`src/design/bdhr_pkg.sv`:
```
// shared types and constants for the button debounce, hold and repeat block
package bdhr_pkg;

    typedef enum logic [1:0] {
        OP_SAMPLE      = 2'd0,
        OP_TAKE_PRESS  = 2'd1,
        OP_TAKE_REPEAT = 2'd2,
        OP_CLEAR       = 2'd3
    } t_opcode;

    typedef enum logic [2:0] {
        CFG_DEBOUNCE = 3'd0,
        CFG_HOLD     = 3'd1,
        CFG_INITIAL  = 3'd2,
        CFG_SLOW     = 3'd3,
        CFG_FAST     = 3'd4
    } t_cfg_index;

    localparam logic [1:0] STAGE_INITIAL = 2'd0;
    localparam logic [1:0] STAGE_SLOW    = 2'd1;
    localparam logic [1:0] STAGE_FAST    = 2'd2;

    localparam logic [2:0] REPEAT_SLOW_AT = 3'd3;
    localparam logic [2:0] REPEAT_FAST_AT = 3'd5;

    localparam logic [15:0] DEBOUNCE_RESET = 16'd50;
    localparam logic [15:0] HOLD_RESET     = 16'd800;
    localparam logic [15:0] INITIAL_RESET  = 16'd400;
    localparam logic [15:0] SLOW_RESET     = 16'd200;
    localparam logic [15:0] FAST_RESET     = 16'd80;

    typedef struct packed {
        logic [15:0] debounce_ms;
        logic [15:0] hold_ms;
        logic [15:0] initial_interval_ms;
        logic [15:0] slow_interval_ms;
        logic [15:0] fast_interval_ms;
    } t_cfg;

    typedef struct packed {
        logic        previous_raw;
        logic        debounced;
        logic [31:0] change_stamp;
        logic [31:0] press_stamp;
        logic [31:0] action_stamp;
        logic        pending_flag;
        logic        hold_flag;
        logic [2:0]  repeat_count;
        logic [1:0]  interval_stage;
    } t_state;

    typedef struct packed {
        logic granted;
        logic stable_level;
        logic holding;
        logic event_pending;
    } t_result;

    localparam t_state STATE_RESET = '{
        previous_raw:   1'b1,
        debounced:      1'b1,
        change_stamp:   32'd0,
        press_stamp:    32'd0,
        action_stamp:   32'd0,
        pending_flag:   1'b0,
        hold_flag:      1'b0,
        repeat_count:   3'd0,
        interval_stage: STAGE_INITIAL
    };

endpackage

```
`src/design/bdhr_step.sv`:
```
// next-state and result logic for one request
module bdhr_step
    import bdhr_pkg::*;
(
    input  t_cfg        i_cfg,
    input  t_state      i_state,
    input  t_opcode     i_opcode,
    input  logic        i_raw_level,
    input  logic [31:0] i_now_ms,
    output t_state      o_state,
    output t_result     o_result
);

    always_comb begin
        t_state      n_st;
        logic        granted;
        logic [15:0] interval;

        n_st     = i_state;
        granted  = 1'b0;
        interval = i_cfg.initial_interval_ms;

        unique case (i_opcode)
            OP_SAMPLE: begin
                if (i_raw_level != i_state.previous_raw) begin
                    n_st.change_stamp = i_now_ms;
                end
                if ((i_now_ms - n_st.change_stamp) >= {16'd0, i_cfg.debounce_ms}
                        && i_raw_level != n_st.debounced) begin
                    n_st.debounced = i_raw_level;
                    if (!i_raw_level) begin
                        n_st.press_stamp    = i_now_ms;
                        n_st.action_stamp   = i_now_ms;
                        n_st.pending_flag   = 1'b1;
                        n_st.repeat_count   = 3'd0;
                        n_st.interval_stage = STAGE_INITIAL;
                        n_st.hold_flag      = 1'b0;
                    end else begin
                        n_st.hold_flag = 1'b0;
                    end
                end
                if (!n_st.debounced && !n_st.hold_flag
                        && (i_now_ms - n_st.press_stamp) >= {16'd0, i_cfg.hold_ms}) begin
                    n_st.hold_flag    = 1'b1;
                    n_st.action_stamp = i_now_ms;
                end
                priority if (n_st.interval_stage == STAGE_INITIAL) begin
                    interval = i_cfg.initial_interval_ms;
                end else if (n_st.interval_stage == STAGE_SLOW) begin
                    interval = i_cfg.slow_interval_ms;
                end else begin
                    interval = i_cfg.fast_interval_ms;
                end
                if (!n_st.debounced && n_st.hold_flag
                        && (i_now_ms - n_st.action_stamp) >= {16'd0, interval}) begin
                    n_st.action_stamp = i_now_ms;
                    if (n_st.repeat_count < REPEAT_FAST_AT) begin
                        n_st.repeat_count = n_st.repeat_count + 3'd1;
                    end
                    if (n_st.repeat_count >= REPEAT_FAST_AT) begin
                        n_st.interval_stage = STAGE_FAST;
                    end else if (n_st.repeat_count >= REPEAT_SLOW_AT) begin
                        n_st.interval_stage = STAGE_SLOW;
                    end
                    n_st.pending_flag = 1'b1;
                end
                n_st.previous_raw = i_raw_level;
            end
            OP_TAKE_PRESS: begin
                if (i_state.pending_flag) begin
                    n_st.pending_flag = 1'b0;
                    granted           = 1'b1;
                end
            end
            OP_TAKE_REPEAT: begin
                if (i_state.hold_flag && i_state.pending_flag) begin
                    n_st.pending_flag = 1'b0;
                    granted           = 1'b1;
                end
            end
            OP_CLEAR: begin
                n_st.repeat_count   = 3'd0;
                n_st.interval_stage = STAGE_INITIAL;
                n_st.hold_flag      = 1'b0;
                n_st.pending_flag   = 1'b0;
            end
            default: begin
                n_st = i_state;
            end
        endcase

        o_state                = n_st;
        o_result.granted       = granted;
        o_result.stable_level  = n_st.debounced;
        o_result.holding       = n_st.hold_flag;
        o_result.event_pending = n_st.pending_flag;
    end

endmodule

```
`src/design/button_debounce_hold_repeat.sv`:
```
// top level: active-low push-button debounce with hold detection and auto-repeat
// Each request is a sample (raw level and millisecond stamp), a take of a pending press or
// repeat, or a clear of the repeat state, and gives one result. The request is held in the
// input register from its accepting edge, and its result is loaded into the result register
// when that register is empty or its result is being taken downstream. One request is taken
// every cycle while the output is not stalled: the button state is updated in a loop of
// subtract-and-compare logic, and the result register lets a new request enter while the
// last result still waits downstream. Configuration writes are taken at once and act on the
// request then in the input register, so they belong in gaps with no request in flight.
module button_debounce_hold_repeat
    import bdhr_pkg::*;
(
    input  logic        i_clk,
    input  logic        i_rst_n,
    input  logic        s_axis_tvalid,
    output logic        s_axis_tready,
    input  logic [39:0] s_axis_tdata,  // raw_level, now_ms, zero fill
    input  logic [1:0]  s_axis_tuser,  // opcode
    output logic        m_axis_tvalid,
    input  logic        m_axis_tready,
    output logic [7:0]  m_axis_tdata,  // granted, stable_level, holding, event_pending, zero fill
    input  logic        i_cfg_valid,
    output logic        o_cfg_ready,
    input  logic [2:0]  i_cfg_index,
    input  logic [15:0] i_cfg_data
);

    t_cfg        r_cfg;
    t_state      r_state;
    t_state      n_state;
    t_result     n_result;
    logic        r_in_valid;
    t_opcode     r_opcode;
    logic        r_raw;
    logic [31:0] r_now;
    logic        r_out_valid;
    t_result     r_result;
    logic        advance;

    assign o_cfg_ready   = 1'b1;
    assign advance       = !r_out_valid || m_axis_tready;
    assign s_axis_tready = !r_in_valid || advance;
    assign m_axis_tvalid = r_out_valid;
    assign m_axis_tdata  = {4'd0, r_result.event_pending, r_result.holding,
                            r_result.stable_level, r_result.granted};

    always_ff @(posedge i_clk) begin
        if (!i_rst_n) begin
            r_cfg.debounce_ms         <= DEBOUNCE_RESET;
            r_cfg.hold_ms             <= HOLD_RESET;
            r_cfg.initial_interval_ms <= INITIAL_RESET;
            r_cfg.slow_interval_ms    <= SLOW_RESET;
            r_cfg.fast_interval_ms    <= FAST_RESET;
        end else if (i_cfg_valid) begin
            case (t_cfg_index'(i_cfg_index))
                CFG_DEBOUNCE: r_cfg.debounce_ms         <= i_cfg_data;
                CFG_HOLD:     r_cfg.hold_ms             <= i_cfg_data;
                CFG_INITIAL:  r_cfg.initial_interval_ms <= i_cfg_data;
                CFG_SLOW:     r_cfg.slow_interval_ms    <= i_cfg_data;
                CFG_FAST:     r_cfg.fast_interval_ms    <= i_cfg_data;
                default:      r_cfg                     <= r_cfg;
            endcase
        end
    end

    always_ff @(posedge i_clk) begin
        if (!i_rst_n) begin
            r_in_valid <= 1'b0;
        end else if (s_axis_tready) begin
            r_in_valid <= s_axis_tvalid;
        end
    end

    always_ff @(posedge i_clk) begin
        if (s_axis_tvalid && s_axis_tready) begin
            r_opcode <= t_opcode'(s_axis_tuser);
            r_raw    <= s_axis_tdata[0];
            r_now    <= s_axis_tdata[32:1];
        end
    end

    bdhr_step u_step (
        .i_cfg       (r_cfg),
        .i_state     (r_state),
        .i_opcode    (r_opcode),
        .i_raw_level (r_raw),
        .i_now_ms    (r_now),
        .o_state     (n_state),
        .o_result    (n_result)
    );

    always_ff @(posedge i_clk) begin
        if (!i_rst_n) begin
            r_state     <= STATE_RESET;
            r_out_valid <= 1'b0;
        end else if (advance) begin
            r_out_valid <= r_in_valid;
            if (r_in_valid) begin
                r_state <= n_state;
            end
        end
    end

    always_ff @(posedge i_clk) begin
        if (advance && r_in_valid) begin
            r_result <= n_result;
        end
    end

endmodule

```
`config.mk`:
```
export PLATFORM = sky130hd
export DESIGN_NAME = button_debounce_hold_repeat
export DESIGN_NICKNAME = d
export VERILOG_FILES = /design/src/design/bdhr_pkg.sv /design/src/design/bdhr_step.sv /design/src/design/button_debounce_hold_repeat.sv
export SDC_FILE = /design/constraint.sdc
export NUM_CORES = 1
export LEC_CHECK = 0
export BUFFER_PORTS_ARGS = -buffer_cell sky130_fd_sc_hd__buf_4
export CORE_MARGIN = 4
export CORE_UTILIZATION = 25
export DETAILED_ROUTE_END_ITERATION = 8
export GPL_TIMING_DRIVEN = 0
export SYNTH_ARGS = -nofsm -noshare
export SYNTH_HDL_FRONTEND = slang
export SYNTH_SLANG_ARGS = --single-unit
```
`constraint.sdc`:
```
create_clock -name i_clk -period 36.7 [get_ports i_clk]
set_clock_uncertainty 0.1 [all_clocks]
set_input_delay 7.34 -clock i_clk [delete_from_list [all_inputs] [get_ports i_clk]]
set_output_delay 7.34 -clock i_clk [all_outputs]
set_load 0.01 [all_outputs]
```
# --- Word-level counts from Yosys, hierarchy flattened ---
# Cells that the tools add are included.
word_totals:
  reg_bits: 226
  inputBits: 66
  out_inout_bits: 11
  elab_cells: 99
op_classes:
  addsub: 4
  magnitude_cmp: 6
  n_eq_ne: 10
  mux: 29
  reduce_logical: 27
op_table:
  columns: ["cell", "count"]
  rows:
  - ["$mux W71", 2]
  - ["$mux W32", 4]
  - ["$mux W97", 1]
  - ["$ge A32 B16 Y1", 3]
  - ["$sub A32 B32 Y32", 3]
  - ["$mux W65", 1]
  - ["$mux W16", 3]
  - ["$mux W33", 1]
  - ["$pmux W6 S2", 1]
  - ["$reduce_and A2 Y1", 6]
  - ["$mux W5", 2]
  - ["$mux W3", 3]
  - ["$logic_and A1 B1 Y1", 8]
  - ["$mux W1", 7]
  - ["$eq A3 B2 Y1 const B", 2]
  - ["$reduce_and A3 Y1", 2]
  - ["$eq A2 B1 Y1 const B", 2]
  - ["$eq A2 B2 Y1 const B", 2]
  - ["$logic_not A1 Y1", 4]
  - ["$logic_not A2 Y1", 2]
  - ["$mux W2", 2]
  - ["$add A3 B1 Y3 const B", 1]
  - ["$eq A3 B1 Y1 const B", 1]
  - ["$eq A3 B3 Y1 const B", 1]
  - ["other kinds (10)", 12]

# --- Logic depth before layout (Yosys ltp) ---
depth:
  depth_word: 23
  mapped_depth: 91
  mapped_depth_nobuf: 85

# --- Modules after synthesis ---
# A second synthesis with hierarchy kept.
unflattened:
  cells_unflattened: 2606
  hier_area_um2: 19942.9
by_module_without_submodules:
  columns: ["module", "instances", "cells_each", "area_per_inst_um2", "seq_area_each_um2"]
  rows:
  - ["bdhr_step", 1, 1808, 11856.4, 0.0]
  - ["button_debounce_hold_repeat", 1, 798, 8086.5, 4914.7]

# --- Worst setup path before layout ---
# Ideal clock, no wire load.
synth_path:
  path_kind: "reg-to-reg"
  start: "register r_raw"
  end: "register r_state[13] (netlist bit)"
  setup_time_ns: 0.117
  arrival_time_ns: 16.406
  required_time_ns: 36.483
  path_slack_ns: 20.077
  stages_incl_launch_ff: 86
  n_path_buf: 6
  synth_period_minus_slack_ns: 16.623
  path_cell_list: "edfxtp_1 -> buf_2 -> xnor2_2 -> buf_2 -> nand2_1 -> o21ai_0 -> ha_1 -> and2b_1 -> o211ai_1 -> a211oi_1 -> a211oi_1 -> o21bai_1 -> and3b_1 -> a311oi_1 -> xnor2_1 -> ha_1 -> nand4_1 -> nor3_1 -> [50 not listed] -> xor2_1 -> ha_1 -> a21o_1 -> a21oi_1 -> o31ai_1 -> a2111oi_0 -> o21ai_0 -> a311oi_1 -> o221a_2 -> o221ai_1 -> a211oi_1 -> o2111ai_1 -> nor4_2 -> nand3_1 -> o31ai_4 -> buf_6 -> mux2i_1 -> nor2b_1"
synth_via:
  elab_chain_cells: 17
  elab_cells_between_ends: 33
  cone_classes: "add/sub: 3; order compare: 3; eq/ne: 3; mux: 16; reduce/logical: 8"
synth_rtl:
  columns: ["element", "line", "text"]
  rows:
  - ["start, declared", "button_debounce_hold_repeat.sv:34", "logic r_raw;"]
  - ["start signal, assigned", "button_debounce_hold_repeat.sv:77", "r_raw <= s_axis_tdata[0];"]
  - ["$ne A1 B1 Y1", "bdhr_step.sv:25", "if (i_raw_level != i_state.previous_raw) begin"]
  - ["$mux W32", "bdhr_step.sv:25", null]
  - ["$mux W32", "bdhr_step.sv:23", "unique case (i_opcode)"]
  - ["$sub A32 B32 Y32", "bdhr_step.sv:28", "if ((i_now_ms - n_st.change_stamp) >= {16'd0, i_cfg.debounce_ms}"]
  - ["$ge A32 B16 Y1", "bdhr_step.sv:28", null]
  - ["$logic_and A1 B1 Y1", "bdhr_step.sv:29", "&& i_raw_level != n_st.debounced) begin"]
  - ["$mux W71 or $mux W1 (tied branches)", "bdhr_step.sv:28", null]
  - ["$mux W71 or $mux W1 (tied branches)", "bdhr_step.sv:23", null]
  - ["$sub A32 B32 Y32, or another cell as far along", "bdhr_step.sv:43", "&& (i_now_ms - n_st.press_stamp) >= {16'd0, i_cfg.hold_ms}) begin"]
  - ["$ge A32 B16 Y1 or $logic_and A1 B1 Y1 (tied branches)", "bdhr_step.sv:43, bdhr_step.sv:42", null]
  - ["$logic_and A1 B1 Y1", "bdhr_step.sv:43", null]
  - ["$mux W32", "bdhr_step.sv:42", "if (!n_st.debounced && !n_st.hold_flag"]
  - ["$mux W32", "bdhr_step.sv:23", null]
  - ["$sub A32 B32 Y32", "bdhr_step.sv:55", "&& (i_now_ms - n_st.action_stamp) >= {16'd0, interval}) begin"]
  - ["$ge A32 B16 Y1", "bdhr_step.sv:55", null]
  - ["$logic_and A1 B1 Y1", "bdhr_step.sv:55", null]
  - ["$mux W33 (*)", "bdhr_step.sv:54", "if (!n_st.debounced && n_st.hold_flag"]
  - ["end signal, assigned", "button_debounce_hold_repeat.sv:99", "r_state <= n_state;"]
  - ["end, declared", "button_debounce_hold_repeat.sv:29", "t_state r_state;"]
# Mark *: on every way between the ends. The rest lies on a longest branch, timed or not. The select of a mux whose other input is x is not followed.
# A chain may end at the register's enable or synchronous reset.

# --- Final worst setup path ---
# Same ends and word-level chain as after synthesis.

==> impl_metrics.yaml <==
cells_and_area:
  layout_commonest_cell: "nand2_1"
  drive_above_1_share: 0.0749
  n_antenna_cell: 0
  final_util: 0.290
  nets: 2531
  area_growth_pct: 14.4
  final_cell_mix: "nand2_1 (375), dfxtp_1 (187), a21oi_1 (146)"
detailed_routing:
  wl_mm: 57.3
  dr.pass1.iters: 5
  wire_per_inst_um: 17.4
  route.vias.total: 16716
  antenna_left: 0
  first_iter_violations: 1327
  post-route-drc-count: 0
  vias_per_cell: 5.08
placed_design:
  place_congestion: 0.950
  io_buffers: 63
  dp_hpwl_mm: 45.5
clock_tree:
  hold_buffers: 0
  cts_root_buf: "clkbuf_16"
  clockBufferDepth: 3
  clk-insertion-delay-late_ns: 0.58
  path_clk_slew_ns: 0.06
  cts.repair.resized: 0
  cts_setup_buffers: 0
  htreeDepth: 1
  clock_sinks: 226
  numCtsBuffers: 26
  cts_tree: "done"
sta:
  period_minus_slack_ns: 21.58
  fmax_ghz: 0.0463
  timing.final.crit_share: 0.588
  setup_viol: 0
  rsz0062_at_grt: "no"
  hold_viol: 0
  slew_violations: 0
  worst_pin_slew_ns: 0.939
  relSlewSlack: 0.374
  finalSetupTns_ns: 0
worst_setup_path:
  startpoint_type: "flip-flop"
  startpoint: "r_raw"
  r2r_start: "r_raw"
  worstSetupPathType: "flip-flop to flip-flop"
  cp_max_fo: 10
  end_kind: "flip-flop"
  cpMaxStageDelayCell: "clkbuf_1"
  required_ns: 37.06
  slowest_delay_ns: 0.76
  crit_arrival_ns: 21.94
floorplanning:
  initial_core_util: 0.254
  die_y_um: 275
  dieArea_um2: 75800
  dieWidth_um: 275
  num_io_pins: 77
  rows: 97
  coreArea_um2: 70400
yosys:
  ys_seq_area_frac: 0.275
  postSynth.asyncResetShare: 0
  syn_area_per_cell_um2: 7.99
  ys.flop_type: "dfxtp_1"
  synth_seq_cells: 226
  yosysWarnings: 0
  synth_edf_count: 39
  synth_area_um2: 17900
  synth_cells: 2235
  yosys.cell_types.count: 105
pwr:
  power_density_nw_per_um2: 38.3
  vdd_drop_max_mv: 0.0304
  p_leak_nw: 8.47
global_route:
  overflow: 0
  antenna_found_initial: 0
  grt_max_degree: 20
  grt_pass1_wl_mm: 88.3
  grt_util_all_layers: 0.146
  grt_pass1_vias: 15646
job:
  maxCapViolCount: 0
min_path:
  min_from: "r_cfg[73]"
  hold_class: "flip-flop to flip-flop"
run_status:
  status: "completed"
## critical path: cells and delay by family, from the launching register on
family,cells,cell delay [ns]
DFF,1,0.32
muxes,3,0.85
AOI/OAI and AO/OA,35,8.57
xor gates and xnor gates,4,0.94
adders and majority gates,7,2.15
and+or+nand+nor,24,4.61
buffers and inverters,9,3.85
## cell usage after synthesis (11+ instances only)
master,count,area share
nand2b_1,42,0.015
a21boi_0,91,0.038
xnor2_1,37,0.018
and3_1,25,0.0088
a22oi_1,18,0.0076
nand2_1,375,0.079
a211oi_1,18,0.0076
buf_2,11,0.0031
clkbuf_1,97,0.020
nor2b_1,77,0.027
nand4_1,15,0.0053
ha_1,133,0.093
xor2_1,34,0.017
o211ai_1,18,0.0076
and2_1,27,0.0095
a31oi_1,16,0.0056
o21ai_0,84,0.024
a21oi_1,146,0.041
mux2i_1,107,0.060
o21a_1,14,0.0059
nor3_1,22,0.0062
edfxtp_1,39,0.066
inv_1,68,0.014
o211a_1,50,0.028
o21ai_1,12,0.0034
dfxtp_1,187,0.21
nor2_1,122,0.026
a21o_1,63,0.026
nand3_1,64,0.018
## routing by layer
layer / share of wire / global-route usage / vias up
met5: 0 / 0 / -
met4: 0.022 / 0.0373 / 0
li1: - / - / 8252
met2: 0.48 / 0.255 / 416
met1: 0.45 / 0.192 / 7976
met3: 0.046 / 0.0154 / 72
## kinds of logic after synthesis
| family | Yosys count | share of synthesized area |
|---|---|---|
| AND/OR/NAND/NOR | 839 | 0.226 |
| multiplexers | 110 | 0.0619 |
| adder cells (fa/ha/maj) | 141 | 0.0989 |
| buffers and inverters | 197 | 0.0450 |
| flip-flops | 226 | 0.275 |
| other | 2 | 0.000421 |
| AO/OA/AOI/OAI | 647 | 0.256 |
| XOR/XNOR | 73 | 0.0367 |
## power by group
part / leakage [nW] / total, mW / internal, mW / switching (mW)
Clock: 0.423 / 0.268 / 0.154 / 0.115
Sequential: 1.89 / 0.269 / 0.260 / 0.00863
Combinational: 6.15 / 0.246 / 0.0963 / 0.150
Total: 8.47 / 0.783 / 0.510 / 0.273
## registers in the layout (all words and copies together) (netlist names)
register	cells
r_opcode	2
r_cfg	80
r_raw	1
r_in_valid	1
r_state	105
r_now	32
m_axis_tdata	4
m_axis_tvalid	1
## final cells by class
| cell class | count | area, µm² |
|---|---|---|
| Timing Repair Buffer | 64 | 500 |
| Inverter | 68 | 255 |
| Sequential cell | 226 | 4910 |
| Fill cell | 7698 | 50000 |
| Multi-Input combinational cell | 1815 | 12100 |
| Clock inverter | 16 | 171 |
| Clock buffer | 31 | 711 |
| Buffer | 129 | 548 |
| Tap cell | 940 | 1180 |
## per-stage QoR
stage	cell area (µm²)	std cells	setup WS, ns	power [mW]	hold slack (ns)
final	20400	3289	15.12	0.783	0.363
after global routing	20400	3289	13.67	0.826	0.386
after CTS	20400	3289	15.27	0.788	0.367
after detailed placement	19500	3242	15.37	0.516	0.356
after global placement	19500	3241	15.40	0.515	0.349
after floorplan	17900	2238	20.08	0.449	0.341
## path summary, 6_finish.rpt
check                end  slack (ns)  cells after the start
min            r_cfg[73]        0.36                      2
max          r_state[13]       15.12                     82
min reg2reg    r_cfg[73]        0.36                      2
max reg2reg  r_state[13]       15.12                     82
(Power assumes the default switching activity.)
